**config.mk**
```make
export PLATFORM = sky130hd
export DESIGN_NAME = capture_compare_timer_top
export DESIGN_NICKNAME = d
export VERILOG_FILES = /design/src/design/cct_pkg.sv /design/src/design/cct_counter.sv /design/src/design/cct_channels.sv /design/src/design/capture_compare_timer_top.sv
export SDC_FILE = /design/constraint.sdc
export NUM_CORES = 1
export LEC_CHECK = 0
export BUFFER_PORTS_ARGS = -buffer_cell sky130_fd_sc_hd__buf_2
export CORE_MARGIN = 10
export CORE_UTILIZATION = 55
export CTS_CLUSTER_DIAMETER = 30
export CTS_CLUSTER_SIZE = 24
export DETAILED_ROUTE_END_ITERATION = 10
export GPL_TIMING_DRIVEN = 1
export PLACE_DENSITY_LB_ADDON = 0.2
export SKIP_LAST_GASP = 1
export SLEW_MARGIN = 20
export SYNTH_ARGS = -nofsm -noshare
export SYNTH_HDL_FRONTEND = slang
export SYNTH_HIERARCHICAL = 1
export SYNTH_SLANG_ARGS = --single-unit
export TNS_END_PERCENT = 1
```
**constraint.sdc**
```tcl
create_clock -name clk -period 5.5 [get_ports clk]
set_input_delay 0.825 -clock clk [delete_from_list [all_inputs] [get_ports clk]]
set_output_delay 0.825 -clock clk [all_outputs]
set_load 0.02 [all_outputs]
```
**src/design/cct_pkg.sv**
```systemverilog
// ----------------------------------------------------------------------------
// cct_pkg
// Shared types, command and register codes for the capture/compare timer.
// ----------------------------------------------------------------------------
`default_nettype none

package cct_pkg;

  localparam int MAX_CHANNELS = 6;
  localparam int CMD_W = 3;
  localparam int CHAN_W = 3;
  localparam int VALUE_W = 32;
  localparam int PRESCALE_W = 16;
  localparam int CFG_INDEX_W = 2;
  localparam int CFG_DATA_W = 16;

  typedef enum logic [CMD_W-1:0] {
    CMD_TICK    = 3'd0,
    CMD_START   = 3'd1,
    CMD_STOP    = 3'd2,
    CMD_COUNT   = 3'd3,
    CMD_CLEAR   = 3'd4,
    CMD_CAPTURE = 3'd5,
    CMD_WRITE   = 3'd6,
    CMD_READ    = 3'd7
  } cmd_t;

  localparam logic [CFG_INDEX_W-1:0] REG_COUNT_MODE   = 2'd0;
  localparam logic [CFG_INDEX_W-1:0] REG_WIDTH_SELECT = 2'd1;
  localparam logic [CFG_INDEX_W-1:0] REG_PRESCALE     = 2'd2;
  localparam logic [CFG_INDEX_W-1:0] REG_IRQ_ENABLE   = 2'd3;

  localparam logic [1:0] TIMER_MODE   = 2'd0;
  localparam logic [1:0] COUNTER_MODE = 2'd1;

  localparam logic [1:0] WIDTH_16 = 2'd0;
  localparam logic [1:0] WIDTH_8  = 2'd1;
  localparam logic [1:0] WIDTH_24 = 2'd2;
  localparam logic [1:0] WIDTH_32 = 2'd3;

  // counter side result handed to the channel store
  typedef struct packed {
    logic               tick_incr;
    logic [VALUE_W-1:0] count_next;
    logic               run_next;
  } ctr_status_t;

  function automatic logic [VALUE_W-1:0] width_mask(input logic [1:0] sel);
    logic [VALUE_W-1:0] m;
    case (sel)
      WIDTH_16: m = 32'h0000_FFFF;
      WIDTH_8:  m = 32'h0000_00FF;
      WIDTH_24: m = 32'h00FF_FFFF;
      WIDTH_32: m = 32'hFFFF_FFFF;
      default:  m = 32'hFFFF_FFFF;
    endcase
    return m;
  endfunction

endpackage

`default_nettype wire

```
**src/design/cct_counter.sv**
```systemverilog
// ----------------------------------------------------------------------------
// cct_counter
// Tick divider, 32-bit counter and run flag; updated once per processed item.
// ----------------------------------------------------------------------------
`default_nettype none

module cct_counter (
  input  wire logic                                clk,
  input  wire logic                                rst,
  input  wire logic                                fire,
  input  wire cct_pkg::cmd_t                       cmd,
  input  wire logic [1:0]                          count_mode,
  input  wire logic [cct_pkg::PRESCALE_W-1:0]      prescale_limit,
  output logic [cct_pkg::VALUE_W-1:0]              count_value,
  output cct_pkg::ctr_status_t                     status
);

  logic [cct_pkg::PRESCALE_W-1:0] prescale_count;
  logic [cct_pkg::PRESCALE_W-1:0] prescale_count_next;
  logic [cct_pkg::PRESCALE_W:0]   div_inc;
  logic                           run_flag;

  always_comb begin
    div_inc = {1'b0, prescale_count} + {{cct_pkg::PRESCALE_W{1'b0}}, 1'b1};
    prescale_count_next = prescale_count;
    status.tick_incr = 1'b0;
    status.count_next = count_value;
    status.run_next = run_flag;
    case (cmd)
      cct_pkg::CMD_TICK: begin
        if (run_flag) begin
          if (div_inc < {1'b0, prescale_limit}) begin
            prescale_count_next = div_inc[cct_pkg::PRESCALE_W-1:0];
          end else begin
            prescale_count_next = '0;
            status.tick_incr = 1'b1;
            status.count_next = count_value + 32'd1;
          end
        end
      end
      cct_pkg::CMD_START: begin
        if (count_mode == cct_pkg::TIMER_MODE) begin
          status.run_next = 1'b1;
        end
      end
      cct_pkg::CMD_STOP: begin
        status.run_next = 1'b0;
      end
      cct_pkg::CMD_COUNT: begin
        if (count_mode == cct_pkg::COUNTER_MODE) begin
          status.count_next = count_value + 32'd1;
        end
      end
      cct_pkg::CMD_CLEAR: begin
        status.count_next = '0;
      end
      default: begin
      end
    endcase
  end

  always_ff @(posedge clk) begin
    if (rst) begin
      count_value <= '0;
      prescale_count <= '0;
      run_flag <= 1'b0;
    end else if (fire) begin
      count_value <= status.count_next;
      prescale_count <= prescale_count_next;
      run_flag <= status.run_next;
    end
  end

endmodule

`default_nettype wire

```
**src/design/cct_channels.sv**
```systemverilog
// ----------------------------------------------------------------------------
// cct_channels
// Compare value store, per-channel masked compare and compare read.
// ----------------------------------------------------------------------------
`default_nettype none

module cct_channels #(
  parameter int CHANNELS = 6
) (
  input  wire logic                                clk,
  input  wire logic                                rst,
  input  wire logic                                fire,
  input  wire cct_pkg::cmd_t                       cmd,
  input  wire logic [cct_pkg::CHAN_W-1:0]          channel,
  input  wire logic [cct_pkg::VALUE_W-1:0]         write_value,
  input  wire logic [cct_pkg::VALUE_W-1:0]         count_value,
  input  wire cct_pkg::ctr_status_t                status,
  input  wire logic [1:0]                          width_select,
  input  wire logic [cct_pkg::MAX_CHANNELS-1:0]    irq_enable,
  output logic [cct_pkg::MAX_CHANNELS-1:0]         hits,
  output logic [cct_pkg::MAX_CHANNELS-1:0]         irq,
  output logic [cct_pkg::VALUE_W-1:0]              rval
);

  localparam int IDX_W = (CHANNELS > 1) ? $clog2(CHANNELS) : 1;

  logic [cct_pkg::VALUE_W-1:0] compare_values [CHANNELS];
  logic [cct_pkg::VALUE_W-1:0] mask;
  logic [cct_pkg::VALUE_W-1:0] masked_count;
  logic                        ch_ok;
  logic [IDX_W-1:0]            idx;

  assign ch_ok = ({{(32-cct_pkg::CHAN_W){1'b0}}, channel} < 32'(CHANNELS));
  assign idx = channel[IDX_W-1:0];
  assign mask = cct_pkg::width_mask(width_select);
  assign masked_count = status.count_next & mask;

  always_comb begin
    hits = '0;
    for (int i = 0; i < CHANNELS; i++) begin
      hits[i] = status.tick_incr && ((compare_values[i] & mask) == masked_count);
    end
    irq = hits & irq_enable;
    rval = '0;
    if (cmd == cct_pkg::CMD_READ && ch_ok) begin
      rval = compare_values[idx];
    end
  end

  always_ff @(posedge clk) begin
    if (rst) begin
      for (int i = 0; i < CHANNELS; i++) begin
        compare_values[i] <= '0;
      end
    end else if (fire && ch_ok) begin
      if (cmd == cct_pkg::CMD_CAPTURE) begin
        compare_values[idx] <= count_value;
      end else if (cmd == cct_pkg::CMD_WRITE) begin
        compare_values[idx] <= write_value;
      end
    end
  end

endmodule

`default_nettype wire

```
**src/design/capture_compare_timer_top.sv**
```systemverilog
// ----------------------------------------------------------------------------
// capture_compare_timer_top
// Timer/counter with tick divider and capture/compare channels.
// ----------------------------------------------------------------------------
// usage:
//   input channel (in_valid/in_ready) carries one command item: tick, start,
//   stop, count, clear, capture, write compare or read compare
//   output channel (out_valid/out_ready) returns exactly one result item per
//   input item, in order: compare hits, irq hits, read value, run state
//   configuration writes go through cfg_we/cfg_index/cfg_data with no wait;
//   the user must make them only while no item is in flight; not enforced
//   an accepted item goes into the input register, then its result into the
//   result register; throughput one item per cycle while the receiver does
//   not stall, set by the single compare/increment pass between the registers
//   when the receiver stalls, the result register holds and the input
//   register fills; in_ready drops only when both are full
//   reset (rst, synchronous) clears counter, divider, run flag, compare
//   values and configuration to zero and empties both registers
// ----------------------------------------------------------------------------
`default_nettype none

module capture_compare_timer_top #(
  parameter int CHANNELS = 6
) (
  input  wire logic                                clk,
  input  wire logic                                rst,
  input  wire logic                                in_valid,
  output logic                                     in_ready,
  input  wire logic [cct_pkg::CMD_W-1:0]           cmd,
  input  wire logic [cct_pkg::CHAN_W-1:0]          channel,
  input  wire logic [cct_pkg::VALUE_W-1:0]         write_value,
  output logic                                     out_valid,
  input  wire logic                                out_ready,
  output logic [cct_pkg::MAX_CHANNELS-1:0]         compare_hits,
  output logic [cct_pkg::MAX_CHANNELS-1:0]         irq_hits,
  output logic [cct_pkg::VALUE_W-1:0]              read_value,
  output logic                                     is_running,
  input  wire logic                                cfg_we,
  input  wire logic [cct_pkg::CFG_INDEX_W-1:0]     cfg_index,
  input  wire logic [cct_pkg::CFG_DATA_W-1:0]      cfg_data
);

  logic [1:0]                          count_mode;
  logic [1:0]                          width_select;
  logic [cct_pkg::PRESCALE_W-1:0]      prescale_limit;
  logic [cct_pkg::MAX_CHANNELS-1:0]    compare_irq_enable;

  logic                                s1_valid;
  cct_pkg::cmd_t                       s1_cmd;
  logic [cct_pkg::CHAN_W-1:0]          s1_channel;
  logic [cct_pkg::VALUE_W-1:0]         s1_write_value;
  logic                                adv;

  logic [cct_pkg::VALUE_W-1:0]         count_value;
  cct_pkg::ctr_status_t                status;
  logic [cct_pkg::MAX_CHANNELS-1:0]    hits;
  logic [cct_pkg::MAX_CHANNELS-1:0]    irq;
  logic [cct_pkg::VALUE_W-1:0]         rval;

  assign adv = s1_valid && (!out_valid || out_ready);
  assign in_ready = !s1_valid || adv;

  always_ff @(posedge clk) begin
    if (rst) begin
      count_mode <= '0;
      width_select <= '0;
      prescale_limit <= '0;
      compare_irq_enable <= '0;
    end else if (cfg_we) begin
      case (cfg_index)
        cct_pkg::REG_COUNT_MODE:   count_mode <= cfg_data[1:0];
        cct_pkg::REG_WIDTH_SELECT: width_select <= cfg_data[1:0];
        cct_pkg::REG_PRESCALE:     prescale_limit <= cfg_data;
        cct_pkg::REG_IRQ_ENABLE:   compare_irq_enable <= cfg_data[cct_pkg::MAX_CHANNELS-1:0];
        default: begin
        end
      endcase
    end
  end

  always_ff @(posedge clk) begin
    if (rst) begin
      s1_valid <= 1'b0;
    end else if (in_ready) begin
      s1_valid <= in_valid;
    end
  end

  always_ff @(posedge clk) begin
    if (in_ready && in_valid) begin
      s1_cmd <= cct_pkg::cmd_t'(cmd);
      s1_channel <= channel;
      s1_write_value <= write_value;
    end
  end

  cct_counter u_counter (
    .clk            (clk),
    .rst            (rst),
    .fire           (adv),
    .cmd            (s1_cmd),
    .count_mode     (count_mode),
    .prescale_limit (prescale_limit),
    .count_value    (count_value),
    .status         (status)
  );

  cct_channels #(
    .CHANNELS (CHANNELS)
  ) u_channels (
    .clk          (clk),
    .rst          (rst),
    .fire         (adv),
    .cmd          (s1_cmd),
    .channel      (s1_channel),
    .write_value  (s1_write_value),
    .count_value  (count_value),
    .status       (status),
    .width_select (width_select),
    .irq_enable   (compare_irq_enable),
    .hits         (hits),
    .irq          (irq),
    .rval         (rval)
  );

  always_ff @(posedge clk) begin
    if (rst) begin
      out_valid <= 1'b0;
    end else if (adv) begin
      out_valid <= 1'b1;
    end else if (out_ready) begin
      out_valid <= 1'b0;
    end
  end

  always_ff @(posedge clk) begin
    if (adv) begin
      compare_hits <= hits;
      irq_hits <= irq;
      read_value <= rval;
      is_running <= status.run_next;
    end
  end

  a_irq_subset: assert property (@(posedge clk) disable iff (rst)
    out_valid |-> ((irq_hits & ~compare_hits) == '0))
    else $error("irq hits outside compare hits");

  a_hits_need_run: assert property (@(posedge clk) disable iff (rst)
    (out_valid && compare_hits != '0) |-> is_running)
    else $error("compare hit while stopped");

  a_full_blocks_input: assert property (@(posedge clk) disable iff (rst)
    (s1_valid && out_valid && !out_ready) |-> !in_ready)
    else $error("input taken while both registers full");

  a_stage_holds: assert property (@(posedge clk) disable iff (rst)
    (s1_valid && !adv) |=> (s1_valid && $stable(s1_cmd) && $stable(s1_write_value)))
    else $error("stalled input register lost its item");

endmodule

`default_nettype wire
```
==> metrics.txt, run 1 <==
outcome=finished clean; First DRT Iteration DRCs=2,222; Die X=220.6 um; Final setup viols=0; crit end category=register; Starting Density=0.5568; XOR/XNOR share of the synthesized area=0.07364; worst relative slew slack=0.2204; Placer Congestion=0.9755; Worst Tran Pin Value=1.137 ns; reg-to-reg endpoint=compare_hits[5]; layout cells sized above 1=0.2138; wirelength, routed=74.70 mm; pwr/cell area=364.8 mW/mm^2; CP arrival=5.82 ns; worst hold path startpoint=write_value[25]; die height=220.6 um; vias per cell=6.436; antenna violations before repair=0; clk sinks=416; register bit total from synthesis=416; fin crit period=5.385 ns; Worst Hold End=s1_write_value[25]; DRC errors left=0; main combinational cell family by area after synthesis=simple AND/OR/NAND/NOR gates; core footprint=0.03973 mm^2; largest area contributor in the netlist=edfxtp_1; largest net degree at the start of global routing=154; CTS tree=yes; post-route ant nets=0; Yosys cell types=90; Synth top area share=0.4602; Final Hold Fails=0; Final Skew=0.02862 ns; Post-Synthesis Cells=1,923; Max Slew Vio Count=0; GRT Total Usage=0.3071; Post-synth EDFFs=339; CTS root buffer=clkbuf_16; Mapped Avg Cell Area=11.50 um^2; register area=0.01172 mm^2; H-tree depth=3; dpl hpwl=50.83 mm; Longest Clk Path Bufs=3; cell area after placement=0.02363 mm^2; yosys warns=6; Synth-to-Final Area Change=22.43%; Peak VDD IR=0.2651 mV; Max Freq=185.7 MHz; Worst-Skew Late Latency=0.63 ns; mux share of post-synthesis cell area=0.1064; first-pass GRT wire length=111.6 mm; Synth Area in Adders=0.009615; Routed wire per std cell=27.29 um; Setup WS pre-CTS=-0.3070 ns; R2R Setup Slk=0.11 ns; synthesized area=0.02212 mm^2; ys async rst share=0; Placed Cells incl. Taps=2,555; nets=2,206; Main synth FF type=edfxtp_1; RSZ-0062 raised after global routing=true; post-route worst setup slack=0.1146 ns; fillers=2,949; diode count=0; number of global-route vias before repair=17,390; Setup CP Type=register to register; crit-path max FO=13; complex-gate fraction of the synthesized area=0.09637; Final Core Density=0.6817; period utilisation layout=0.9792; most frequent cells in the layout=339 x edfxtp_1, 155 x nor2_1, 154 x nor3_1; Hold WC Path Type=input port to register; fin cells=2,737; die area=0.04864 mm^2; reg2reg start=u_counter/prescale_count[0]; design area=0.02708 mm^2; Tot Pwr=0.009882 W; Critical Path RT=5.93 ns; footprint of the multi-input gates=0.009858 mm^2; I/O pin cnt=108; P_leak=10.06 nW; Synth Area in Simple Gates=0.1417; Remaining Overflow, GRT=0; max cap viols=0; setup repair bufs after CTS=0; Via Count=17,620; startpoint types=register; placement row count=73; TritonCTS Buffers=96; Hold Crit Depth=1; Seq/Total Area, Yosys=0.5298; worst reg2reg path depth=23; DR pass1 iterations=5; Clock Pin Slew Worst Setup and Hold Paths=0.04 ns; I/O Buffers=107; ranking of synthesized cells by area=edfxtp_1 46%, dfxtp_1 7.0%, mux4_2 6.5%; commonest non-fill, non-tap cell in the layout=edfxtp_1
[state kept, by name, indices dropped and copies added, names as in the netlist, 2 cells and up]
| name | cells |
|---|---|
| read_value | 32 |
| compare_irq_enable | 6 |
| u_counter/count_value | 32 |
| s1_write_value | 32 |
| width_select | 2 |
| prescale_limit | 16 |
| u_channels/compare_values | 256 |
| s1_channel | 3 |
| compare_hits | 6 |
| u_counter/prescale_count | 16 |
| count_mode | 2 |
| s1_cmd | 3 |
| irq_hits | 6 |
[what timing repair did]
item	4_1_cts	5_1_grt
gates cloned	0	0
gates resized for setup	5	23
pin swaps	0	6
endpoints found under the setup margin	9	12
hold buffers	0	0
[worst max path at each step]
stage                                     start              end  slack [ns]  depth (start not counted)
CTS                 u_counter/prescale_count[0]      irq_hits[4]       -0.13                         20
global route        u_counter/prescale_count[0]      irq_hits[1]       -0.09                         21
floorplan           u_counter/prescale_count[2]      irq_hits[1]        0.74                         21
detailed placement  u_counter/prescale_count[0]  compare_hits[2]       -0.31                         22
finish              u_counter/prescale_count[0]  compare_hits[5]        0.11                         23
global placement    u_counter/prescale_count[0]      irq_hits[2]       -0.25                         21
[cells by family after synthesis]
logic type | after synthesis
simple gates | 624
flops | 416
compound gates | 309
buf+inv | 215
xor+xnor | 186
mux | 155
fa+ha+maj | 17
other cells | 1
[Yosys cell counts, types with 27 or more instances]
library cell,number
a21oi_1,56
buf_2,43
clkbuf_1,96
dfxtp_1,77
edfxtp_1,339
inv_1,55
mux2i_1,90
mux4_2,64
nand2_1,79
nand2b_1,49
nand3_1,54
nand4_1,27
nor2_1,155
nor3_1,156
o21ai_0,66
xnor2_1,107
xor2_1,79
[final cells by class]
type / count / area share
flip-flops and latches: 416 / 0.4328
clock inverters: 72 / 0.03021
inverters: 59 / 0.008361
multi-input cells: 1355 / 0.3640
clock buffers: 110 / 0.09179
well taps: 525 / 0.02425
repair buffers: 200 / 0.04860
[critical path, cell delays in order, from the launching register on]
cell,delay (ns)
dfxtp_1,0.44
ha_1,0.26
and3_1,0.19
buf_4,0.15
nand2_4,0.07
nor2_1,0.13
xnor2_1,0.10
ha_1,0.30
and3_1,0.19
nand2_1,0.09
a2111o_1,0.45
a31oi_4,0.31
nand2_2,0.10
clkinv_2,0.14
nor2_2,0.05
buf_4,0.19
o31ai_2,0.35
buf_4,0.27
xnor2_1,0.17
nand4_1,0.19
a2111oi_0,0.46
buf_4,0.18
a31oi_1,0.11
nor3b_1,0.29
[report_power, final]
part,internal (W),total (W),switching [W]
Clock,0.00386,0.00572,0.00186
Sequential,0.00352,0.00359,0.0000750
Combinational,0.000205,0.000569,0.000364
Total,0.00759,0.00988,0.00230
[metal layers]
metal	GRT usage	share of wire	vias up
li1	-	-	7636
met1	0.4168	0.39	8641
met2	0.4746	0.46	1160
met3	0.05599	0.11	179
met4	0.1410	0.044	0
met5	0	0	-
[stage by stage]
stage	hold WS, ns	setup TNS, ns
final	0.3807	0
after global routing	0.3637	-0.4416
after CTS	0.3579	-0.4183
after detailed placement	0.4643	-1.468
after global placement	0.4490	-0.7829
after floorplan	0.4342	0
Note: power is estimated with default switching activity, not from simulation.
==> run 2: changes to the inputs <==
==> constraint.sdc (replaced) <==
create_clock -name clk -period 5.74 [get_ports clk]
set_input_delay 0.861 -clock clk [delete_from_list [all_inputs] [get_ports clk]]
set_output_delay 0.861 -clock clk [all_outputs]
set_load 0.02 [all_outputs]
==> run 2 against run 1 <==
Global-route usage down 0.64 points. Non-clock buffer count decreased by 26. Sequential power fell by 4%. Utilization down 1.2 points. Routed wire length decreased by 2.2%. Worst hold slack better by 0.045 ns. Clock skew is 0.0094 ns lower. Critical path depth decreased by 1. First-iteration DRC count rose by 13%. Sequential share of layout area increased by 0.76 points. Maximum frequency fell by 1.6%. Flip-flop and latch count did not move.
==> metrics.txt, run 2 (synthesis results as in run 1) <==
outcome=finished clean; vias per cell=6.480 (+0.68%); post-route ant nets=0 (unchanged); H-tree depth=3 (unchanged); Worst Tran Pin Value=1.082 ns (-0.05449 ns); Final setup viols=0 (unchanged); Final Core Density=0.6698 (-0.01184); post-route worst setup slack=0.2696 ns (+0.1550 ns); GRT Total Usage=0.3008 (-0.006355); period utilisation layout=0.9530 (-0.02613); commonest non-fill, non-tap cell in the layout=edfxtp_1; Via Count=17,480 (-0.79%); die height=220.6 um (unchanged); Largest register FFs=256 (unchanged); Longest Clk Path Bufs=3 (unchanged); clk sinks=416 (unchanged); DR pass1 iterations=6 (+1); DRC errors left=0 (unchanged); largest net degree at the start of global routing=85 (-45%); die area=0.04864 mm^2 (unchanged); first-pass GRT wire length=109.2 mm (-2.1%); layout cells sized above 1=0.1952 (-0.01862); crit-path max FO=8 (-5); diode count=0 (unchanged); Remaining Overflow, GRT=0 (unchanged); fillers=2,919 (-1.0%); Final Skew=0.01921 ns (-0.009416 ns); CTS tree=yes; antenna violations before repair=2 (+2); P_leak=9.819 nW (-2.3%); Clock Pin Slew Worst Setup and Hold Paths=0.04 ns (about the same); number of global-route vias before repair=17,280 (-0.62%); worst relative slew slack=0.2577 (+0.03737); Die X=220.6 um (unchanged); most frequent cells in the layout=339 x edfxtp_1, 155 x nor3_1, 154 x nor2_1; nets=2,174 (-1.5%); Most flops, register=u_channels/compare_values; Critical Path RT=6.22 ns (+0.29 ns); I/O pin cnt=108 (unchanged); Worst-Skew Late Latency=0.62 ns (about the same); Peak VDD IR=0.3658 mV (+38%); Setup CP Type=register to register; core footprint=0.03973 mm^2 (unchanged); CP arrival=5.95 ns (+0.13 ns); dpl hpwl=49.91 mm (-1.8%); Setup WS pre-CTS=-0.09285 ns (+0.2141 ns); Hold WC Path Type=input port to register; startpoint types=register; Placer Congestion=0.9705 (-0.51%); fin cells=2,697 (-1.5%); fin crit period=5.470 ns (+0.08500 ns); Max Slew Vio Count=0 (unchanged); Starting Density=0.5568 (unchanged); Max Freq=182.8 MHz (-1.6%); pwr/cell area=346.7 mW/mm^2 (-5.0%); Synth-to-Final Area Change=20.30%; I/O Buffers=107 (unchanged); wirelength, routed=73.09 mm (-2.2%); RSZ-0062 raised after global routing=true; setup TNS=0 ns (unchanged); max cap viols=0 (unchanged); CTS root buffer=clkbuf_16; crit end category=register; Placed Cells incl. Taps=2,527 (-1.1%); Routed wire per std cell=27.10 um (-0.71%); placement row count=73 (unchanged); TritonCTS Buffers=90 (-6.3%); First DRT Iteration DRCs=2,510 (+13%); Final Hold Fails=0 (unchanged)
## run 2: cell types whose count changed in the layout (fill, tap and decap cells not counted), sizes merged
cell	change
clkinvlp	-5
clkbuf	-1
buf	-26
clkinv	-5
inv	-3
## run 2: area by class of cell
| class | instances | area, um^2 | share of cell area |
|---|---|---|---|
| Timing Repair Buffer | 174 | 1076 | 0.04043 |
| Sequential cell | 416 | 11720 | 0.4404 |
| Clock buffer | 109 | 2427 | 0.09120 |
| Clock inverter | 59 | 696.9 | 0.02619 |
| Tap cell | 525 | 656.9 | 0.02468 |
| Multi-Input combinational cell | 1355 | 9809 | 0.3686 |
| Inverter | 59 | 226.5 | 0.008509 |
## run 2: final timing paths
check | startpoint | endpoint | slack (ns) | cells after the start
max | u_counter/prescale_count[2] | compare_hits[2] | 0.27 | 22
min | write_value[25] | s1_write_value[25] | 0.43 | 1
max reg2reg | u_counter/prescale_count[2] | compare_hits[2] | 0.27 | 22
min reg2reg | s1_valid | out_valid | 0.47 | 2
## run 2: timing repair
| item | in CTS | in global routing |
|---|---|---|
| pin swaps | 0 | 1 |
| gates resized for setup | 1 | 15 |
| endpoints found under the setup margin | 1 | 10 |
| setup buffers | 0 | 2 |
| hold buffers | 0 | 0 |
## run 2: per-stage QoR
stage,power (W),area (um^2),hold WS [ns]
after detailed placement,0.004008,23380,0.4667
after CTS,0.009248,26500,0.4072
final,0.009227,26610,0.4262
after global routing,0.009481,26610,0.4085
after floorplan,0.003799,22360,0.4342
after global placement,0.004000,23370,0.4477
## run 2: routing by layer
metal  vias to the layer above  track usage  routed length, um
met4                         2       0.1646               4227
met3                       206      0.06282               7894
met5                         -            0                 13
li1                       7565            -                  -
met1                      8548       0.4000              28370
met2                      1156       0.4564              32580
## run 2: worst max-delay path, cell delays in order (launching register included)
cell and delay (ns):
dfxtp_1 0.41, nand3_1 0.17, nor3_1 0.23, buf_4 0.17
nand2_1 0.08, nor3_1 0.18, xor2_1 0.12, ha_1 0.30
and3_1 0.19, nand2_1 0.08, a2111o_1 0.45, a31oi_4 0.28
nand2_2 0.17, clkinv_2 0.11, nor2_4 0.06, buf_12 0.13
o31ai_1 0.60, inv_1 0.31, a22o_1 0.32, o41ai_1 0.48
a21oi_1 0.17, nor3_1 0.17, buf_4 0.14
## run 2: power breakdown
| part | switching [W] | leakage (nW) | internal (W) |
|---|---|---|---|
| Clock | 0.00167 | 1.51 | 0.00359 |
| Combinational | 0.000340 | 4.23 | 0.000189 |
| Sequential | 0.0000750 | 4.08 | 0.00337 |
| Total | 0.00208 | 9.82 | 0.00715 |
